--- config.mk ---
export PLATFORM = sky130hd
export DESIGN_NAME = ps2_scancode_to_ascii_top_flat
export DESIGN_NICKNAME = d
export VERILOG_FILES = /design/src/hdl/ps2a_pkg.sv /design/src/hdl/ps2a_if.sv /design/src/hdl/ps2a_front.sv /design/src/hdl/ps2a_queue.sv /design/src/hdl/ps2a_back.sv /design/src/hdl/ps2_scancode_to_ascii_top.sv /design/src/flat_wrapper.sv
export SDC_FILE = /design/constraint.sdc
export NUM_CORES = 1
export LEC_CHECK = 0
export BUFFER_PORTS_ARGS = -buffer_cell sky130_fd_sc_hd__buf_2
export CORE_AREA = 5 5 80 82
export DETAILED_ROUTE_END_ITERATION = 6
export DIE_AREA = 0 0 85 87
export GPL_ROUTABILITY_DRIVEN = 0
export GPL_TIMING_DRIVEN = 0
export PLACE_DENSITY = 0.78
export RECOVER_POWER = 50
export SLEW_MARGIN = 20
export SYNTH_ARGS = -nofsm -noshare
export SYNTH_HDL_FRONTEND = slang
export SYNTH_SLANG_ARGS = --single-unit
--- constraint.sdc ---
create_clock -name clk -period 3.4 [get_ports clk]
set_input_delay 0 -clock clk [delete_from_list [all_inputs] [get_ports clk]]
set_output_delay 0 -clock clk [all_outputs]
set_load 0.01 [all_outputs]
--- src/hdl/ps2a_pkg.sv ---
// ============================================================================
// ps2a_pkg
// Types, make codes and character tables shared by the scan code translator.
// ============================================================================
package ps2a_pkg;

	localparam int unsigned CODE_W = 8;
	localparam int unsigned MAKE_W = 7;
	localparam int unsigned ROM_AW = 6;

	// Set 1 make codes of the keys that are handled specially.
	localparam logic [MAKE_W-1:0] MK_LSHIFT = 7'h2A;
	localparam logic [MAKE_W-1:0] MK_RSHIFT = 7'h36;
	localparam logic [MAKE_W-1:0] MK_LCTRL  = 7'h1D;
	localparam logic [MAKE_W-1:0] MK_LALT   = 7'h38;
	localparam logic [MAKE_W-1:0] MK_CAPS   = 7'h3A;

	// Bytes sent to the keyboard controller and prefix characters.
	localparam logic [7:0] CMD_SET_LEDS = 8'hED;
	localparam logic [7:0] LED_CAPS     = 8'h04;
	localparam logic [7:0] LED_NONE     = 8'h00;
	localparam logic [7:0] CHAR_CARET   = 8'h5E;
	localparam logic [7:0] CHAR_TILDE   = 8'h7E;

	// One unit of work for the back end: either an LED update or a character
	// with its modifier prefixes.
	typedef struct packed {
		logic       caps;
		logic       led_on;
		logic       ctrl;
		logic       alt;
		logic [7:0] ch;
	} job_t;

	function automatic logic is_letter(input logic [ROM_AW-1:0] mk);
		is_letter = mk inside {[6'h10:6'h19], [6'h1E:6'h26], [6'h2C:6'h32]};
	endfunction

	function automatic logic [7:0] rom_plain(input logic [ROM_AW-1:0] mk);
		case (mk)
			6'h01: rom_plain = 8'h1B;
			6'h02: rom_plain = 8'h31;
			6'h03: rom_plain = 8'h32;
			6'h04: rom_plain = 8'h33;
			6'h05: rom_plain = 8'h34;
			6'h06: rom_plain = 8'h35;
			6'h07: rom_plain = 8'h36;
			6'h08: rom_plain = 8'h37;
			6'h09: rom_plain = 8'h38;
			6'h0A: rom_plain = 8'h39;
			6'h0B: rom_plain = 8'h30;
			6'h0C: rom_plain = 8'h2D;
			6'h0D: rom_plain = 8'h3D;
			6'h0E: rom_plain = 8'h08;
			6'h0F: rom_plain = 8'h09;
			6'h10: rom_plain = 8'h71;
			6'h11: rom_plain = 8'h77;
			6'h12: rom_plain = 8'h65;
			6'h13: rom_plain = 8'h72;
			6'h14: rom_plain = 8'h74;
			6'h15: rom_plain = 8'h79;
			6'h16: rom_plain = 8'h75;
			6'h17: rom_plain = 8'h69;
			6'h18: rom_plain = 8'h6F;
			6'h19: rom_plain = 8'h70;
			6'h1A: rom_plain = 8'h5B;
			6'h1B: rom_plain = 8'h5D;
			6'h1C: rom_plain = 8'h0A;
			6'h1E: rom_plain = 8'h61;
			6'h1F: rom_plain = 8'h73;
			6'h20: rom_plain = 8'h64;
			6'h21: rom_plain = 8'h66;
			6'h22: rom_plain = 8'h67;
			6'h23: rom_plain = 8'h68;
			6'h24: rom_plain = 8'h6A;
			6'h25: rom_plain = 8'h6B;
			6'h26: rom_plain = 8'h6C;
			6'h27: rom_plain = 8'h3B;
			6'h28: rom_plain = 8'h27;
			6'h29: rom_plain = 8'h60;
			6'h2B: rom_plain = 8'h5C;
			6'h2C: rom_plain = 8'h7A;
			6'h2D: rom_plain = 8'h78;
			6'h2E: rom_plain = 8'h63;
			6'h2F: rom_plain = 8'h76;
			6'h30: rom_plain = 8'h62;
			6'h31: rom_plain = 8'h6E;
			6'h32: rom_plain = 8'h6D;
			6'h33: rom_plain = 8'h2C;
			6'h34: rom_plain = 8'h2E;
			6'h35: rom_plain = 8'h2F;
			6'h39: rom_plain = 8'h20;
			default: rom_plain = 8'h00;
		endcase
	endfunction

	function automatic logic [7:0] rom_shifted(input logic [ROM_AW-1:0] mk);
		case (mk)
			6'h01: rom_shifted = 8'h1B;
			6'h02: rom_shifted = 8'h21;
			6'h03: rom_shifted = 8'h40;
			6'h04: rom_shifted = 8'h23;
			6'h05: rom_shifted = 8'h24;
			6'h06: rom_shifted = 8'h25;
			6'h07: rom_shifted = 8'h5E;
			6'h08: rom_shifted = 8'h26;
			6'h09: rom_shifted = 8'h2A;
			6'h0A: rom_shifted = 8'h28;
			6'h0B: rom_shifted = 8'h29;
			6'h0C: rom_shifted = 8'h5F;
			6'h0D: rom_shifted = 8'h2B;
			6'h0E: rom_shifted = 8'h08;
			6'h0F: rom_shifted = 8'h09;
			6'h10: rom_shifted = 8'h51;
			6'h11: rom_shifted = 8'h57;
			6'h12: rom_shifted = 8'h45;
			6'h13: rom_shifted = 8'h52;
			6'h14: rom_shifted = 8'h54;
			6'h15: rom_shifted = 8'h59;
			6'h16: rom_shifted = 8'h55;
			6'h17: rom_shifted = 8'h49;
			6'h18: rom_shifted = 8'h4F;
			6'h19: rom_shifted = 8'h50;
			6'h1A: rom_shifted = 8'h7B;
			6'h1B: rom_shifted = 8'h7D;
			6'h1C: rom_shifted = 8'h0A;
			6'h1E: rom_shifted = 8'h41;
			6'h1F: rom_shifted = 8'h53;
			6'h20: rom_shifted = 8'h44;
			6'h21: rom_shifted = 8'h46;
			6'h22: rom_shifted = 8'h47;
			6'h23: rom_shifted = 8'h48;
			6'h24: rom_shifted = 8'h4A;
			6'h25: rom_shifted = 8'h4B;
			6'h26: rom_shifted = 8'h4C;
			6'h27: rom_shifted = 8'h3A;
			6'h28: rom_shifted = 8'h22;
			6'h29: rom_shifted = 8'h7E;
			6'h2B: rom_shifted = 8'h7C;
			6'h2C: rom_shifted = 8'h5A;
			6'h2D: rom_shifted = 8'h58;
			6'h2E: rom_shifted = 8'h43;
			6'h2F: rom_shifted = 8'h56;
			6'h30: rom_shifted = 8'h42;
			6'h31: rom_shifted = 8'h4E;
			6'h32: rom_shifted = 8'h4D;
			6'h33: rom_shifted = 8'h3C;
			6'h34: rom_shifted = 8'h3E;
			6'h35: rom_shifted = 8'h3F;
			6'h39: rom_shifted = 8'h20;
			default: rom_shifted = 8'h00;
		endcase
	endfunction

endpackage

--- src/hdl/ps2a_if.sv ---
// ============================================================================
// ps2a_if
// Valid/ready channels for scan codes in and translated bytes out.
// ============================================================================
interface ps2a_scan_if;
	logic       valid;
	logic       ready;
	logic [7:0] scan_code;

	modport source (output valid, output scan_code, input ready);
	modport sink   (input valid, input scan_code, output ready);
endinterface

interface ps2a_out_if;
	logic       valid;
	logic       ready;
	logic [7:0] out_byte;
	logic       to_controller;
	logic       last;

	modport source (output valid, output out_byte, output to_controller, output last,
		input ready);
	modport sink   (input valid, input out_byte, input to_controller, input last,
		output ready);
endinterface

--- src/hdl/ps2a_front.sv ---
// ============================================================================
// ps2a_front
// Accepts scan codes, tracks the modifier flags and turns each press that
// produces output into a job for the back end.
// ============================================================================
module ps2a_front (
	input  logic            clk,
	input  logic            arst_n,
	ps2a_scan_if.sink       scan,
	output logic            job_valid,
	input  logic            job_ready,
	output ps2a_pkg::job_t  job
);

	logic                                shift_q;
	logic                                ctrl_q;
	logic                                alt_q;
	logic                                caps_q;
	logic                                shift_d;
	logic                                ctrl_d;
	logic                                alt_d;
	logic                                caps_d;
	logic                                pressed;
	logic [ps2a_pkg::MAKE_W-1:0]         mk;
	logic [ps2a_pkg::ROM_AW-1:0]         idx;
	logic                                eff_shift;
	logic [7:0]                          ch;
	logic                                has_job;
	logic                                accept;

	// A scan code is only taken when a job, should it make one, has room.
	assign scan.ready = job_ready;
	assign accept     = scan.valid & job_ready;

	assign pressed   = ~scan.scan_code[7];
	assign mk        = scan.scan_code[ps2a_pkg::MAKE_W-1:0];
	assign idx       = mk[ps2a_pkg::ROM_AW-1:0];
	assign eff_shift = shift_q ^ (ps2a_pkg::is_letter(idx) & caps_q);
	assign ch        = eff_shift ? ps2a_pkg::rom_shifted(idx) : ps2a_pkg::rom_plain(idx);

	always_comb begin
		shift_d    = shift_q;
		ctrl_d     = ctrl_q;
		alt_d      = alt_q;
		caps_d     = caps_q;
		has_job    = 1'b0;
		job.caps   = 1'b0;
		job.led_on = ~caps_q;
		job.ctrl   = ctrl_q;
		job.alt    = alt_q;
		job.ch     = ch;
		case (mk)
			ps2a_pkg::MK_LSHIFT, ps2a_pkg::MK_RSHIFT: begin
				shift_d = pressed;
			end
			ps2a_pkg::MK_LCTRL: begin
				ctrl_d = pressed;
			end
			ps2a_pkg::MK_LALT: begin
				alt_d = pressed;
			end
			ps2a_pkg::MK_CAPS: begin
				if (pressed) begin
					caps_d   = ~caps_q;
					has_job  = 1'b1;
					job.caps = 1'b1;
				end
			end
			default: begin
				// Make codes past the end of the tables give nothing.
				has_job = pressed & ~mk[ps2a_pkg::MAKE_W-1] & (ch != 8'h00);
			end
		endcase
	end

	assign job_valid = scan.valid & has_job;

	always_ff @(posedge clk or negedge arst_n) begin
		if (!arst_n) begin
			shift_q <= 1'b0;
			ctrl_q  <= 1'b0;
			alt_q   <= 1'b0;
			caps_q  <= 1'b0;
		end else if (accept) begin
			shift_q <= shift_d;
			ctrl_q  <= ctrl_d;
			alt_q   <= alt_d;
			caps_q  <= caps_d;
		end
	end

endmodule

--- src/hdl/ps2a_queue.sv ---
// ============================================================================
// ps2a_queue
// Small first-in first-out queue of jobs between the front and back ends.
// ============================================================================
module ps2a_queue #(
	parameter int unsigned DEPTH = 2
) (
	input  logic            clk,
	input  logic            arst_n,
	input  logic            push,
	input  ps2a_pkg::job_t  push_job,
	output logic            has_room,
	input  logic            pop,
	output logic            not_empty,
	output ps2a_pkg::job_t  head
);

	localparam int unsigned PTR_W = (DEPTH > 1) ? $clog2(DEPTH) : 1;
	localparam int unsigned CNT_W = $clog2(DEPTH + 1);
	localparam logic [PTR_W-1:0] LAST_PTR = PTR_W'(DEPTH - 1);
	localparam logic [CNT_W-1:0] FULL_CNT = CNT_W'(DEPTH);

	ps2a_pkg::job_t     mem_q [DEPTH];
	logic [PTR_W-1:0]   wr_ptr_q;
	logic [PTR_W-1:0]   rd_ptr_q;
	logic [CNT_W-1:0]   count_q;
	logic               do_push;
	logic               do_pop;

	assign has_room  = (count_q != FULL_CNT);
	assign not_empty = (count_q != '0);
	assign head      = mem_q[rd_ptr_q];
	assign do_push   = push & has_room;
	assign do_pop    = pop & not_empty;

	always_ff @(posedge clk) begin
		if (do_push) begin
			mem_q[wr_ptr_q] <= push_job;
		end
	end

	always_ff @(posedge clk or negedge arst_n) begin
		if (!arst_n) begin
			wr_ptr_q <= '0;
			rd_ptr_q <= '0;
			count_q  <= '0;
		end else begin
			if (do_push) begin
				wr_ptr_q <= (wr_ptr_q == LAST_PTR) ? '0 : wr_ptr_q + 1'b1;
			end
			if (do_pop) begin
				rd_ptr_q <= (rd_ptr_q == LAST_PTR) ? '0 : rd_ptr_q + 1'b1;
			end
			if (do_push && !do_pop) begin
				count_q <= count_q + 1'b1;
			end else if (do_pop && !do_push) begin
				count_q <= count_q - 1'b1;
			end
		end
	end

endmodule

--- src/hdl/ps2a_back.sv ---
// ============================================================================
// ps2a_back
// Expands the job at the head of the queue into one to three output beats
// and holds each beat in an output register until it is taken.
// ============================================================================
module ps2a_back (
	input  logic            clk,
	input  logic            arst_n,
	input  logic            job_valid,
	input  ps2a_pkg::job_t  job,
	output logic            job_pop,
	ps2a_out_if.source      result
);

	logic       valid_q;
	logic [7:0] byte_q;
	logic       ctl_q;
	logic       last_q;
	logic [1:0] step_q;
	logic [1:0] final_step;
	logic [1:0] alt_step;
	logic [7:0] beat_byte;
	logic       beat_last;
	logic       load;

	assign alt_step   = {1'b0, job.ctrl};
	assign final_step = job.caps ? 2'd1 : (2'({1'b0, job.ctrl}) + 2'({1'b0, job.alt}));
	assign beat_last  = (step_q == final_step);

	always_comb begin
		if (job.caps) begin
			if (step_q == 2'd0) begin
				beat_byte = ps2a_pkg::CMD_SET_LEDS;
			end else begin
				beat_byte = job.led_on ? ps2a_pkg::LED_CAPS : ps2a_pkg::LED_NONE;
			end
		end else if (job.ctrl && step_q == 2'd0) begin
			beat_byte = ps2a_pkg::CHAR_CARET;
		end else if (job.alt && step_q == alt_step) begin
			beat_byte = ps2a_pkg::CHAR_TILDE;
		end else begin
			beat_byte = job.ch;
		end
	end

	assign load    = job_valid & (~valid_q | result.ready);
	assign job_pop = load & beat_last;

	always_ff @(posedge clk) begin
		if (load) begin
			byte_q <= beat_byte;
			ctl_q  <= job.caps;
			last_q <= beat_last;
		end
	end

	always_ff @(posedge clk or negedge arst_n) begin
		if (!arst_n) begin
			valid_q <= 1'b0;
			step_q  <= 2'd0;
		end else begin
			if (load) begin
				valid_q <= 1'b1;
			end else if (result.ready) begin
				valid_q <= 1'b0;
			end
			if (load) begin
				step_q <= beat_last ? 2'd0 : step_q + 2'd1;
			end
		end
	end

	assign result.valid         = valid_q;
	assign result.out_byte      = byte_q;
	assign result.to_controller = ctl_q;
	assign result.last          = last_q;

endmodule

--- src/hdl/ps2_scancode_to_ascii_top.sv ---
// ============================================================================
// ps2_scancode_to_ascii_top
// PS/2 scan code set 1 to ASCII translator, US layout.
// ============================================================================
// Scan codes come in one per beat on the scan channel and translated bytes
// leave on the result channel. The front end takes a scan code in any cycle
// in which the job queue has room, updates the shift, ctrl, alt and
// caps-lock flags at once and, for a key press that produces output, queues
// one job. The back end turns the head job into its beats, one beat per
// cycle while the result channel is ready, through a single output register,
// so a scan code yields as many beats as it has results: one for a plain
// character, two for a caps-lock LED update or a character with one prefix,
// three for a character with both the ctrl and alt prefixes. Modifier
// presses, releases and unmapped keys are taken and produce nothing. The
// first beat of a scan code passes through the job queue and then the output
// register. While the back end still expands one job, the front end keeps
// taking scan codes as long as the queue has room.
// Controller beats (LED command 0xED followed by the mask) carry
// to_controller high; the final beat of every job carries last high.
// QUEUE_DEPTH sets how many jobs may wait between the two halves.
// ============================================================================
module ps2_scancode_to_ascii_top #(
	parameter int unsigned QUEUE_DEPTH = 2
) (
	input  logic         clk,
	input  logic         arst_n,
	ps2a_scan_if.sink    scan,
	ps2a_out_if.source   result
);

	// Handshake and payload between the front end and the queue.
	logic            push_valid;
	logic            push_room;
	ps2a_pkg::job_t  push_job;

	// Handshake and payload between the queue and the back end.
	logic            head_valid;
	logic            head_pop;
	ps2a_pkg::job_t  head_job;

	ps2a_front u_front (
		.clk       (clk),
		.arst_n    (arst_n),
		.scan      (scan),
		.job_valid (push_valid),
		.job_ready (push_room),
		.job       (push_job)
	);

	ps2a_queue #(
		.DEPTH (QUEUE_DEPTH)
	) u_queue (
		.clk       (clk),
		.arst_n    (arst_n),
		.push      (push_valid),
		.push_job  (push_job),
		.has_room  (push_room),
		.pop       (head_pop),
		.not_empty (head_valid),
		.head      (head_job)
	);

	ps2a_back u_back (
		.clk       (clk),
		.arst_n    (arst_n),
		.job_valid (head_valid),
		.job       (head_job),
		.job_pop   (head_pop),
		.result    (result)
	);

endmodule
--- src/flat_wrapper.sv ---
// flat-port wrapper written by rule: the top's interface ports become plain ports
module ps2_scancode_to_ascii_top_flat 
#(
	parameter int unsigned QUEUE_DEPTH = 2
)
  (clk, arst_n, scan_valid, scan_scan_code, scan_ready, result_valid, result_out_byte, result_to_controller, result_last, result_ready);
  ps2a_scan_if scan_i ();
  ps2a_out_if result_i ();
  input  logic clk;
  input  logic arst_n;
  input wire logic [$bits(scan_i.valid)-1:0] scan_valid;
  input wire logic [$bits(scan_i.scan_code)-1:0] scan_scan_code;
  output wire logic [$bits(scan_i.ready)-1:0] scan_ready;
  output wire logic [$bits(result_i.valid)-1:0] result_valid;
  output wire logic [$bits(result_i.out_byte)-1:0] result_out_byte;
  output wire logic [$bits(result_i.to_controller)-1:0] result_to_controller;
  output wire logic [$bits(result_i.last)-1:0] result_last;
  input wire logic [$bits(result_i.ready)-1:0] result_ready;
  assign scan_i.valid = scan_valid;
  assign scan_i.scan_code = scan_scan_code;
  assign scan_ready = scan_i.ready;
  assign result_valid = result_i.valid;
  assign result_out_byte = result_i.out_byte;
  assign result_to_controller = result_i.to_controller;
  assign result_last = result_i.last;
  assign result_i.ready = result_ready;
  ps2_scancode_to_ascii_top #(.QUEUE_DEPTH(QUEUE_DEPTH)) u_core (.clk(clk), .arst_n(arst_n), .scan(scan_i), .result(result_i));
endmodule
==> flow_summary.json <==
{
  "dieWidth_um": 85,
  "critPathBufInv": 4,
  "rsz0062_at_grt": "no",
  "status": "finished, final reports clean",
  "gr-usage-all-layers_pct": 22.8,
  "finalClockSkew_ps": 4.40,
  "antenna_found_initial": 0,
  "die-area_um2": 7400,
  "wirelength_um": 8390,
  "grt_overflow_total": 0,
  "syn_area_um2": 3320,
  "first_pass_iters": 5,
  "dp_cells": 452,
  "synth_nets": 382,
  "wl_per_cell_um": 18.1,
  "core_um2": 5680,
  "timing.slew.headroom_pct": 57.7,
  "synth_top_area_share_pct": 28.9,
  "synth-main-ff-cell": "edfxtp_1",
  "syn_to_final_growth_pct": 10.0,
  "fin_crit_sh_pct": 89.2,
  "grt_pass1_vias": 2777,
  "worstPathCellList": "buf_2 -> buf_4 -> inv_2 -> ha_1 -> nor2b_1 -> o2111a_1 -> or3_4 -> o211a_1 -> buf_6 -> mux2i_1 -> nand4bb_4 -> nor3_4 -> o21ai_1 -> ha_1 -> xor2_1 -> nor2_1 -> xor2_1",
  "insertion_delay_ps": 290,
  "power_density_nw_per_um2": 553,
  "synth_common_cells": "edfxtp_1 (32), nand2_1 (30), o21ai_0 (24)",
  "dp_hpwl_um": 6080,
  "finalPower_mw": 2.02,
  "clock-sinks": 43,
  "fin_crit_ps": 3030,
  "grt_max_degree": 16,
  "synth-edff-count": 32,
  "viasPerCell": 6.33,
  "setup_viol": 0,
  "fillCellCount": 496,
  "num_rows": 28,
  "multi_input_area_um2": 1890,
  "final-seq-area_um2": 1240,
  "cts_max_path_buffers": 2,
  "crit_fanout": 11,
  "synthCells": 355,
  "leakage_nw": 1.39,
  "route.vias.total": 2931,
  "worst-endpoint-arrival_ps": 3260,
  "numPortBuffers": 22,
  "hold_ws_ps": 17.1,
  "cts_htree_levels": 2,
  "yosysWarnings": 0,
  "ys_top_cells_by_area": "edfxtp_1 (29%), dfrtp_1 (8.3%), ha_1 (5.6%), mux2i_1 (3.9%), o21ai_0 (3.6%)",
  "cts_root_buf": "clkbuf_8",
  "critPathTopFamily": "simple AND/OR/NAND/NOR gates",
  "cp-end-kind": "flop",
  "worst_pin_slew_ps": 626,
  "hold_path.class": "in2reg",
  "setup_tns_ps": 0,
  "synthArstFlopShare_pct": 25.6,
  "cts_tree": "yes",
  "fp.dieH_um": 87,
  "drive_gt1_share_pct": 11.6,
  "synth_top_cell_by_area": "edfxtp_1",
  "final_nets": 414,
  "critPathMaxStageDelay_ps": 370,
  "vdd_drop_max_mv": 0.333,
  "start_util_pct": 58.6,
  "path_class": "in2reg",
  "hold_viol_final": 0,
  "drt.antenna.violating_nets": 0,
  "worstPathRequired_ps": 3620,
  "synth_most_common_cell": "edfxtp_1",
  "fin_cells": 463,
  "post-route-drc-count": 0,
  "syn_area_per_cell_um2": 9.36,
  "yosysUniqueCellTypes": 63,
  "max_freq_mhz": 330,
  "maxSlewViolCount": 0,
  "boundaryPins": 24,
  "ys_ff_latch": 43,
  "slowest_stage": "or3_4",
  "antenna_cells": 0,
  "cts_made_buffers": 5,
  "first_iter_violations": 236,
  "cts_setup_buffers": 0,
  "path_clk_slew_ps": 80,
  "grt_pass1_wl_um": 13400,
  "startpoint_type": "primary input",
  "ys_seq_area_share_pct": 37.2,
  "maxCapViolations": 0
}
logic make-up after synthesis:
| group | count (synthesis) | share of synthesized area [%] |
|---|---|---|
| and+or+nand+nor | 125 | 21.0 |
| AOI/OAI and AO/OA | 103 | 20.4 |
| DFF | 43 | 37.2 |
| buffers and inverters | 40 | 6.32 |
| muxes | 20 | 7.04 |
| adders and majority gates | 15 | 5.65 |
| xor gates and xnor gates | 9 | 2.37 |
final timing paths:
kind | from | endpoint | slack (ps) | depth (start not counted)
max in group asynchronous | arst_n | u_core.u_queue.count_q[0] | 2780 | 2
hold reg to reg | u_core.u_front.ctrl_q | u_core.u_queue.mem_q[1][9] | 490 | 0
min in group asynchronous | arst_n | u_core.u_queue.count_q[1] | 220 | 2
setup reg to reg | u_core.u_front.caps_q | u_core.u_queue.count_q[1] | 510 | 12
hold / removal | scan_valid | u_core.u_front.ctrl_q | 20 | 3
setup / recovery | scan_scan_code[2] | u_core.u_queue.count_q[1] | 370 | 17
worst register-to-register path, cell delays in order (launching register included):
cell and delay (ps):
dfrtp_1 460, o2111a_1 180, or3_4 370, o211a_1 220
buf_6 140, mux2i_1 160, nand4bb_4 260, nor3_4 270
o21ai_1 120, ha_1 220, xor2_1 140, nor2_1 110
xor2_1 140
cells in the final DEF, fill, tap and decap left out, types with 5 or more instances in the layout:
cell	Yosys	layout
nor3_1	7	7
nand2b_1	13	13
ha_1	15	15
nor2_1	22	22
dfrtp_1	11	11
clkbuf_8	0	5
xnor2_1	6	6
a21oi_1	23	23
buf_4	7	6
inv_1	14	14
edfxtp_1	32	32
nand3_1	10	10
nand2_1	30	30
a211oi_1	9	9
mux2i_1	13	13
clkbuf_1	10	25
o211ai_1	5	5
buf_2	3	11
o21ai_0	24	24
a31oi_1	5	5
nor2b_1	18	18
registers in the layout (all words and copies together) (netlist names), 2 cells and up:
register / flops
u_core.u_back.result.out_byte: 8
u_core.u_queue.mem_q: 22
u_core.u_back.step_q: 2
u_core.u_queue.count_q: 2
layout make-up:
type / count / share of cell area, %
Multi-Input combinational cell: 272 / 51.7
Inverter: 16 / 1.64
Tap cell: 75 / 2.57
Sequential cell: 43 / 33.8
Timing Repair Buffer: 25 / 3.35
Clock buffer: 5 / 1.88
Clock inverter: 3 / 1.06
Buffer: 24 / 4.00
per-stage QoR:
step	area (um2)	util, %	worst slack, ps
2_1_floorplan	3320	-	473
3_3_place_gp	3530	62.1	-190
3_5_place_dp	3530	62.1	-282
4_1_cts	3660	64.6	18.5
5_1_grt	3660	64.4	190
6_report	3660	64.4	366
power breakdown:
| part | internal, mW | leakage [nW] | switching, mW |
|---|---|---|---|
| combinational | 0.328 | 0.903 | 0.505 |
| sequential | 0.735 | 0.429 | 0.0728 |
| clock | 0.215 | 0.0556 | 0.165 |
per-layer routing:
metal	global-route usage [%]	vias up	routed length (um)
met5	0	-	0
met2	41.0	183	4220
li1	-	1374	-
met1	25.7	1337	2990
met3	2.37	37	735
met4	14.7	0	440
what timing repair did:
item | 4_1_cts | 5_1_grt
resized for setup | 0 | 2
hold buffers | 3 | 0
hold endpoints to repair | 15 | 0
setup endpoints to repair | 0 | 22
Note: power is estimated with default switching activity, not from simulation.
